File: src/tps_pkg.sv
// ----------------------------------------------------------------------------
// tps_pkg: shared types and constants for the tile predictor select unit
// Item layouts, mode codes and energy sizing.
// ----------------------------------------------------------------------------
`default_nettype none

package tps_pkg;

  localparam int MaxTile   = 64;
  localparam int RowAddrW  = $clog2(MaxTile);
  localparam int PixW      = 8;
  localparam int IdxW      = 6;
  localparam int ModeCount = 4;
  localparam int ModeW     = 2;
  localparam int EnergyW   = 20;
  localparam logic [EnergyW-1:0] EnergyMax = {EnergyW{1'b1}};

  typedef enum logic [ModeW-1:0] {
    ModeLeft   = 2'd0,
    ModeTop    = 2'd1,
    ModeAvg    = 2'd2,
    ModePlanar = 2'd3
  } mode_e;

  typedef struct packed {
    logic signed [PixW-1:0] pixel;
    logic [IdxW-1:0]        row_index;
    logic [IdxW-1:0]        col_index;
    logic signed [PixW-1:0] left_context;
    logic signed [PixW-1:0] top_context;
    logic                   has_left;
    logic                   has_top;
    logic                   last_of_tile;
  } in_t;

  typedef struct packed {
    logic signed [PixW-1:0] residual_left;
    logic signed [PixW-1:0] residual_top;
    logic signed [PixW-1:0] residual_avg;
    logic signed [PixW-1:0] residual_planar;
    logic                   tile_done;
    logic [ModeW-1:0]       sel_mode;
    logic [EnergyW-1:0]     sel_energy;
  } out_t;

  typedef struct packed {
    logic advance;
    logic clear;
    logic last;
  } energy_ctl_t;

endpackage

`default_nettype wire

File: src/tps_ram.sv
// ----------------------------------------------------------------------------
// tps_ram: generic single-write, single-read RAM
// One write port and one read port with registered read data.
// ----------------------------------------------------------------------------
`default_nettype none

module tps_ram #(
  parameter int Width = 8,
  parameter int Depth = 64
) (
  input  wire logic                     clk_i,
  input  wire logic                     we_i,
  input  wire logic [$clog2(Depth)-1:0] waddr_i,
  input  wire logic [Width-1:0]         wdata_i,
  input  wire logic                     re_i,
  input  wire logic [$clog2(Depth)-1:0] raddr_i,
  output logic      [Width-1:0]         rdata_o
);

  logic [Width-1:0] mem_q [Depth];

  always_ff @(posedge clk_i) begin
    if (we_i) begin
      mem_q[waddr_i] <= wdata_i;
    end
    if (re_i) begin
      rdata_o <= mem_q[raddr_i];
    end
  end

endmodule

`default_nettype wire

File: src/tps_energy.sv
// ----------------------------------------------------------------------------
// tps_energy: per-mode residual energy accumulation and mode choice
// Adds absolute residuals into four saturating energies and picks the lowest.
// ----------------------------------------------------------------------------
`default_nettype none

module tps_energy (
  input  wire logic                                           clk_i,
  input  wire logic                                           rst_ni,
  input  wire tps_pkg::energy_ctl_t                           ctl_i,
  input  wire logic [tps_pkg::ModeCount-1:0][tps_pkg::PixW-1:0] res_i,
  output logic      [tps_pkg::ModeW-1:0]                      sel_mode_o,
  output logic      [tps_pkg::EnergyW-1:0]                    sel_energy_o
);

  logic [tps_pkg::EnergyW-1:0] energy_q [tps_pkg::ModeCount];
  logic [tps_pkg::EnergyW-1:0] energy_d [tps_pkg::ModeCount];

  always_comb begin
    logic [tps_pkg::EnergyW-1:0] base;
    logic [tps_pkg::PixW-1:0]    mag;
    logic [tps_pkg::EnergyW:0]   sum;
    for (int m = 0; m < tps_pkg::ModeCount; m++) begin
      base = ctl_i.clear ? '0 : energy_q[m];
      mag  = res_i[m][tps_pkg::PixW-1] ? (~res_i[m] + 1'b1) : res_i[m];
      sum  = {1'b0, base} + {{(tps_pkg::EnergyW + 1 - tps_pkg::PixW){1'b0}}, mag};
      energy_d[m] = sum[tps_pkg::EnergyW] ? tps_pkg::EnergyMax
                                          : sum[tps_pkg::EnergyW-1:0];
    end
  end

  always_comb begin
    logic [tps_pkg::ModeW-1:0] best;
    best = tps_pkg::ModeLeft;
    for (int m = 1; m < tps_pkg::ModeCount; m++) begin
      if (energy_d[m] < energy_d[best]) begin
        best = tps_pkg::ModeW'(m);
      end
    end
    sel_mode_o   = ctl_i.last ? best : '0;
    sel_energy_o = ctl_i.last ? energy_d[best] : '0;
  end

  always_ff @(posedge clk_i or negedge rst_ni) begin
    if (!rst_ni) begin
      for (int m = 0; m < tps_pkg::ModeCount; m++) begin
        energy_q[m] <= '0;
      end
    end else if (ctl_i.advance) begin
      for (int m = 0; m < tps_pkg::ModeCount; m++) begin
        energy_q[m] <= energy_d[m];
      end
    end
  end

endmodule

`default_nettype wire

File: src/tile_predictor_select_unit.sv
// ----------------------------------------------------------------------------
// tile_predictor_select_unit: spatial predictor residuals and mode choice
// Forms left, top, average and planar residuals per pixel and picks the
// lowest-energy mode at the end of each tile.
// ----------------------------------------------------------------------------
// One pixel item is taken every cycle. Each item is registered in the item
// stage while the previous row is read from the row RAM, and its result is then
// registered in the output register. The pixel of the preceding item is
// forwarded when both fall on the same column, so throughput stays at one item
// per cycle; the only stall comes from the output side. Row RAM entries are not
// cleared, so a pixel on a row other than the first must follow a write to its
// column.
`default_nettype none

module tile_predictor_select_unit (
  input  wire logic          clk_i,
  input  wire logic          rst_ni,
  input  wire logic          in_valid_i,
  input  wire tps_pkg::in_t  in_data_i,
  output logic               in_stall_o,
  output logic               out_valid_o,
  output tps_pkg::out_t      out_data_o,
  input  wire logic          out_stall_i
);

  logic                           s1_valid_q;
  tps_pkg::in_t                   s1_item_q;
  logic                           fwd_q;
  logic signed [tps_pkg::PixW-1:0] fwd_pix_q;
  logic signed [tps_pkg::PixW-1:0] prev_q;
  logic signed [tps_pkg::PixW-1:0] above_left_q;
  logic                           out_valid_q;
  tps_pkg::out_t                  out_q;
  tps_pkg::out_t                  out_d;

  logic                           s1_adv;
  logic                           in_acc;
  logic [tps_pkg::RowAddrW-1:0]   in_slot;
  logic [tps_pkg::RowAddrW-1:0]   s1_slot;
  logic signed [tps_pkg::PixW-1:0] ram_rdata;
  logic signed [tps_pkg::PixW-1:0] stored_above;
  logic signed [tps_pkg::PixW-1:0] l_pix;
  logic signed [tps_pkg::PixW-1:0] t_pix;
  logic signed [tps_pkg::PixW-1:0] d_pix;
  logic signed [tps_pkg::PixW:0]   lt_sum;
  logic signed [tps_pkg::PixW:0]   avg_wide;
  logic signed [tps_pkg::PixW-1:0] planar_pred;
  logic [tps_pkg::ModeCount-1:0][tps_pkg::PixW-1:0] res;
  tps_pkg::energy_ctl_t           ectl;
  logic [tps_pkg::ModeW-1:0]      sel_mode;
  logic [tps_pkg::EnergyW-1:0]    sel_energy;
  logic                           row_nz;
  logic                           col_nz;

  assign s1_adv     = s1_valid_q && (!out_valid_q || !out_stall_i);
  assign in_stall_o = s1_valid_q && !s1_adv;
  assign in_acc     = in_valid_i && !in_stall_o;
  assign in_slot    = in_data_i.col_index[tps_pkg::RowAddrW-1:0];
  assign s1_slot    = s1_item_q.col_index[tps_pkg::RowAddrW-1:0];

  tps_ram #(
    .Width(tps_pkg::PixW),
    .Depth(tps_pkg::MaxTile)
  ) u_row_ram (
    .clk_i  (clk_i),
    .we_i   (s1_adv),
    .waddr_i(s1_slot),
    .wdata_i(s1_item_q.pixel),
    .re_i   (in_acc),
    .raddr_i(in_slot),
    .rdata_o(ram_rdata)
  );

  assign stored_above = fwd_q ? fwd_pix_q : ram_rdata;
  assign row_nz       = (s1_item_q.row_index != '0);
  assign col_nz       = (s1_item_q.col_index != '0);

  always_comb begin
    if (col_nz) begin
      l_pix = prev_q;
    end else begin
      l_pix = s1_item_q.has_left ? s1_item_q.left_context : '0;
    end
    if (row_nz) begin
      t_pix = stored_above;
    end else begin
      t_pix = s1_item_q.has_top ? s1_item_q.top_context : '0;
    end
    d_pix = (row_nz && col_nz) ? above_left_q : '0;
  end

  assign lt_sum      = {l_pix[tps_pkg::PixW-1], l_pix} + {t_pix[tps_pkg::PixW-1], t_pix};
  assign avg_wide    = (lt_sum + {{tps_pkg::PixW{1'b0}},
                        lt_sum[tps_pkg::PixW] & lt_sum[0]}) >>> 1;
  assign planar_pred = l_pix + t_pix - d_pix;

  always_comb begin
    res[tps_pkg::ModeLeft]   = s1_item_q.pixel - l_pix;
    res[tps_pkg::ModeTop]    = s1_item_q.pixel - t_pix;
    res[tps_pkg::ModeAvg]    = s1_item_q.pixel - avg_wide[tps_pkg::PixW-1:0];
    res[tps_pkg::ModePlanar] = s1_item_q.pixel - planar_pred;
  end

  assign ectl.advance = s1_adv;
  assign ectl.clear   = !row_nz && !col_nz;
  assign ectl.last    = s1_item_q.last_of_tile;

  tps_energy u_energy (
    .clk_i       (clk_i),
    .rst_ni      (rst_ni),
    .ctl_i       (ectl),
    .res_i       (res),
    .sel_mode_o  (sel_mode),
    .sel_energy_o(sel_energy)
  );

  always_comb begin
    out_d.residual_left   = res[tps_pkg::ModeLeft];
    out_d.residual_top    = res[tps_pkg::ModeTop];
    out_d.residual_avg    = res[tps_pkg::ModeAvg];
    out_d.residual_planar = res[tps_pkg::ModePlanar];
    out_d.tile_done       = s1_item_q.last_of_tile;
    out_d.sel_mode        = sel_mode;
    out_d.sel_energy      = sel_energy;
  end

  // advance the item stage and neighbor state
  always_ff @(posedge clk_i or negedge rst_ni) begin
    if (!rst_ni) begin
      s1_valid_q   <= 1'b0;
      fwd_q        <= 1'b0;
      prev_q       <= '0;
      above_left_q <= '0;
      out_valid_q  <= 1'b0;
    end else begin
      if (in_acc) begin
        s1_valid_q <= 1'b1;
        fwd_q      <= s1_adv && (s1_slot == in_slot);
      end else if (s1_adv) begin
        s1_valid_q <= 1'b0;
      end
      if (s1_adv) begin
        prev_q       <= s1_item_q.pixel;
        above_left_q <= stored_above;
        out_valid_q  <= 1'b1;
      end else if (!out_stall_i) begin
        out_valid_q  <= 1'b0;
      end
    end
  end

  // hold payload registers unless loaded
  always_ff @(posedge clk_i) begin
    if (in_acc) begin
      s1_item_q <= in_data_i;
      fwd_pix_q <= s1_item_q.pixel;
    end
    if (s1_adv) begin
      out_q <= out_d;
    end
  end

  assign out_valid_o = out_valid_q;
  assign out_data_o  = out_q;

endmodule

`default_nettype wire

File: config.mk
export PLATFORM = sky130hd
export DESIGN_NAME = tile_predictor_select_unit
export DESIGN_NICKNAME = d
export VERILOG_FILES = /design/src/tps_pkg.sv /design/src/tps_ram.sv /design/src/tps_energy.sv /design/src/tile_predictor_select_unit.sv
export SDC_FILE = /design/constraint.sdc
export NUM_CORES = 1
export LEC_CHECK = 0
export BUFFER_PORTS_ARGS = -buffer_cell sky130_fd_sc_hd__buf_2
export CORE_ASPECT_RATIO = 1.25
export CORE_MARGIN = 5
export CORE_UTILIZATION = 51
export DETAILED_ROUTE_END_ITERATION = 7
export GPL_TIMING_DRIVEN = 0
export PLACE_DENSITY = 0.65
export SLEW_MARGIN = 0
export SYNTH_ARGS = -nofsm -noshare
export SYNTH_HDL_FRONTEND = slang
export SYNTH_SLANG_ARGS = --single-unit
File: constraint.sdc
create_clock -name clk_i -period 17.8 [get_ports clk_i]
set_clock_uncertainty 0.05 [all_clocks]
set_input_delay 3.56 -clock clk_i [delete_from_list [all_inputs] [get_ports clk_i]]
set_output_delay 3.56 -clock clk_i [all_outputs]
set_load 0.01 [all_outputs]
==> run summary <==
status -> finished clean
Async SR Flop Fraction -> 13.7%
Area Overhead vs Synth -> 13.6%
critical path peak fanout -> 10
WS Path Type -> reg -> reg
Clock transition at path regs -> 0.07 ns
Setup Viol. Count Final -> 0
FF-to-FF End -> out_data_o[19]$_SDFFCE_PN0P_
die area -> 0.0740 mm²
vias in the first global route -> 22192
Slew HR -> 23.0%
Int Pwr -> 0.00459 W
capture point of the worst path -> out_data_o[19]$_SDFFCE_PN0P_
top-level I/O count -> 100
crit-path most repeated cell -> a21o_1
Post-synth EDFFs -> 622
Required @ worst endpoint -> 18.12 ns
routed metal-1 wire length -> 35600 µm
combinational share of power -> 54.1%
Routed WL per cell -> 26.2 µm
PortBufs -> 99
grt total ovfl -> 0
final net count -> 2852
Post-Synthesis Cells -> 2459
Num CTS Buffers -> 75
Via Count -> 21795
clk_lat worst skew -> 0.63 ns
remaining antenna violation count -> 0
Slew @ Worst Pin -> 1.15 ns
placed instance count -> 3453
worst hold path type -> reg -> reg
most common cell after layout, fill and taps aside -> edfxtp_1
PD cells -> 203 mW/mm²
sequential power share -> 25.9%
Root Buffer -> clkbuf_16
layout cell share with drive strength beyond 1 -> 17.2%
RSZ-0062 raised after global routing -> no
Final GP Congestion -> 1.03
Setup Fix Bufs, Post-CTS -> 0
Pins Over Slew Limit -> 0
largest delay contributor family on the critical path -> compound AO/OA/AOI/OAI gates
CTS tree -> yes
YS warnings -> 0
DRT iter0 DRCs -> 1749
top_reg_cell synth -> edfxtp_1
slowest cell delay on critical path -> 0.85 ns
hold buffers post-CTS -> 0
Yosys reg bits -> 721
initial antenna violation count -> 2
Clk pwr share -> 20.0%
Worst Setup SP -> s1_slot[5]$_DFFE_PP_
drt total wl -> 94000 µm
largest net degree at the start of global routing -> 65
syn avg cell area -> 14.2 µm²
Setup TNS Final -> 0 ns
period utilization -> 86.0%
Sw Ratio -> 43.0%
critical path capture point type -> flop
Worst Path Buf+Inv -> 6
WHS -> 0.420 ns
H-tree depth -> 3
Placeable Area -> 0.0681 mm²
Synth top area share -> 53.4%
fin cells -> 3593
Row Count -> 107
overall power -> 0.00806 W
f_max -> 65.3 MHz
Worst Setup Start Kind -> flop
critical path depth -> 54
Die Height -> 303 µm
cells on worst reg2reg path -> 54
final worst path period need -> 15.32 ns
routed wl met2 -> 49000 µm
utilization after layout -> 58.3%
Synth area leaders -> edfxtp_1, mux4_2, dfrtp_1
Yosys top cell by area -> edfxtp_1
Post-route DRC -> 0
gr usage total -> 25.3%
Slowest-stage cell, CP -> o21ai_0
switching pwr -> 0.00347 W
Layout fillers -> 5179
Initial Util -> 51.3%
Initial DRT Pass Iterations -> 6
Yosys cell types -> 92
CP arrival -> 15.63 ns
post_cts resized -> 0
sequential share of the synthesized area -> 60.5%
most frequent cells in the layout -> edfxtp_1, nand2_1, nor2_1
synthesized net count -> 2653
worst vdd ir -> 0.198 mV
Vias per Instance -> 6.07
clock buffer depth -> 3
FF-to-FF setup slack -> 2.48 ns
first-pass GRT wire length -> 140000 µm
uppermost layer routed -> met4
static leakage -> 14.6 nW
worst r2r src -> s1_slot[5]$_DFFE_PP_
WL met3 -> 4850 µm
Die Wd -> 244 µm
final hold vios -> 0
CTS sink count -> 721
number of max-cap violations -> 0
post-detail-place hpwl -> 69500 µm
mapped cell area -> 0.0350 mm²
[worst reg2reg max path: cells and delay by family, from the launching register on]
family	cells	cell delay (ns)
compound gates	26	7.36
simple gates	12	2.75
fa+ha+maj	8	2.60
buf+inv	6	1.44
xor+xnor	2	0.49
flops	1	0.39
[worst min-delay path by stage]
| stage | from | end | slack, ns | cells after the start |
|---|---|---|---|---|
| 3_3_place_gp | u_energy.energy_q[27]$_DFFE_PN0P_ | u_energy.energy_q[27]$_DFFE_PN0P_ | 0.40 | 2 |
| 5_1_grt | above_left_q[3]$_DFFE_PN0P_ | above_left_q[3]$_DFFE_PN0P_ | 0.45 | 2 |
| 2_1_floorplan | u_energy.energy_q[27]$_DFFE_PN0P_ | u_energy.energy_q[27]$_DFFE_PN0P_ | 0.39 | 2 |
| 3_5_place_dp | above_left_q[3]$_DFFE_PN0P_ | above_left_q[3]$_DFFE_PN0P_ | 0.41 | 2 |
| 6_report | above_left_q[3]$_DFFE_PN0P_ | above_left_q[3]$_DFFE_PN0P_ | 0.42 | 2 |
| 4_1_cts | above_left_q[3]$_DFFE_PN0P_ | above_left_q[3]$_DFFE_PN0P_ | 0.43 | 2 |
[final cells by class]
type	count	area, µm²	area share (%)
diodes	3	7.51	0.0189
inverters	95	357	0.897
plain buffers	109	459	1.16
multi-input cells	1534	13000	32.8
repair buffers	122	1120	2.83
clock inverters	50	594	1.50
clock buffers	87	1920	4.84
flip-flops and latches	721	21200	53.2
well taps	872	1090	2.75
[registers in the layout, summed over array words and instances, names as in the netlist]
name and flops:
above_left_q 8, ectl 1, fwd_pix_q 8, fwd_q 1, out_data_o 55, out_valid_o 1, prev_q 8, s1_item_q 32
s1_slot 6, s1_valid_q 1, u_energy.energy_q 80, u_row_ram.mem_q 512, u_row_ram.rdata_o 8
[synth_stat cells, types with 4 or more instances]
master,number
nor2_1,172
edfxtp_1,622
a211oi_1,12
and3_1,29
or3_1,6
a31o_2,5
nand4_1,25
nand3b_1,7
mux4_2,168
nor2b_1,12
o211ai_1,13
a211o_1,4
maj3_1,6
a21o_1,44
xor2_1,42
o21ai_0,121
or2_2,8
o31ai_1,7
nand3_1,39
and4_1,5
mux2_2,7
ha_1,133
and2_1,44
nor4_1,9
inv_1,95
nand2_1,244
buf_1,21
o221a_2,4
a31oi_1,21
a21oi_1,89
o21bai_1,13
o21a_1,13
fa_1,18
buf_2,9
clkbuf_1,72
mux2i_1,23
dfrtp_1,99
nand2b_1,19
a41oi_1,6
nor3_1,16
xnor2_1,81
[per-stage QoR]
| stage | cell area, µm² | setup slack (ns) |
|---|---|---|
| after floorplan | 35000 | 6.03 |
| after global placement | 36600 | 2.32 |
| after detailed placement | 37200 | 2.82 |
| after CTS | 39700 | 2.67 |
| after global routing | 39700 | 1.60 |
| final | 39700 | 2.48 |
[power by group through the flow]
stage / Sequential, W / Combinational (W) / Clock (W)
finish: 0.00209 / 0.00436 / 0.00161
CTS: 0.00209 / 0.00429 / 0.00164
global placement: 0.00214 / 0.00413 / 0
floorplan: 0.00214 / 0.00296 / 0
detailed placement: 0.00212 / 0.00426 / 0
global route: 0.00210 / 0.00476 / 0.00171
[cells by family after synthesis]
kind of cell / count (synthesis) / share of synthesized area [%]
flops: 721 / 60.5
simple gates: 655 / 8.91
compound gates: 394 / 7.24
buf+inv: 204 / 2.32
mux: 199 / 11.7
fa+ha+maj: 160 / 6.05
xor+xnor: 126 / 3.29
[layer usage]
metal,global-route usage (%),up-vias
li1,-,9763
met1,31.3,11007
met2,44.8,805
met3,3.51,220
met4,11.0,0
met5,0,-
No activity file was read; power rests on OpenSTA's default activity.
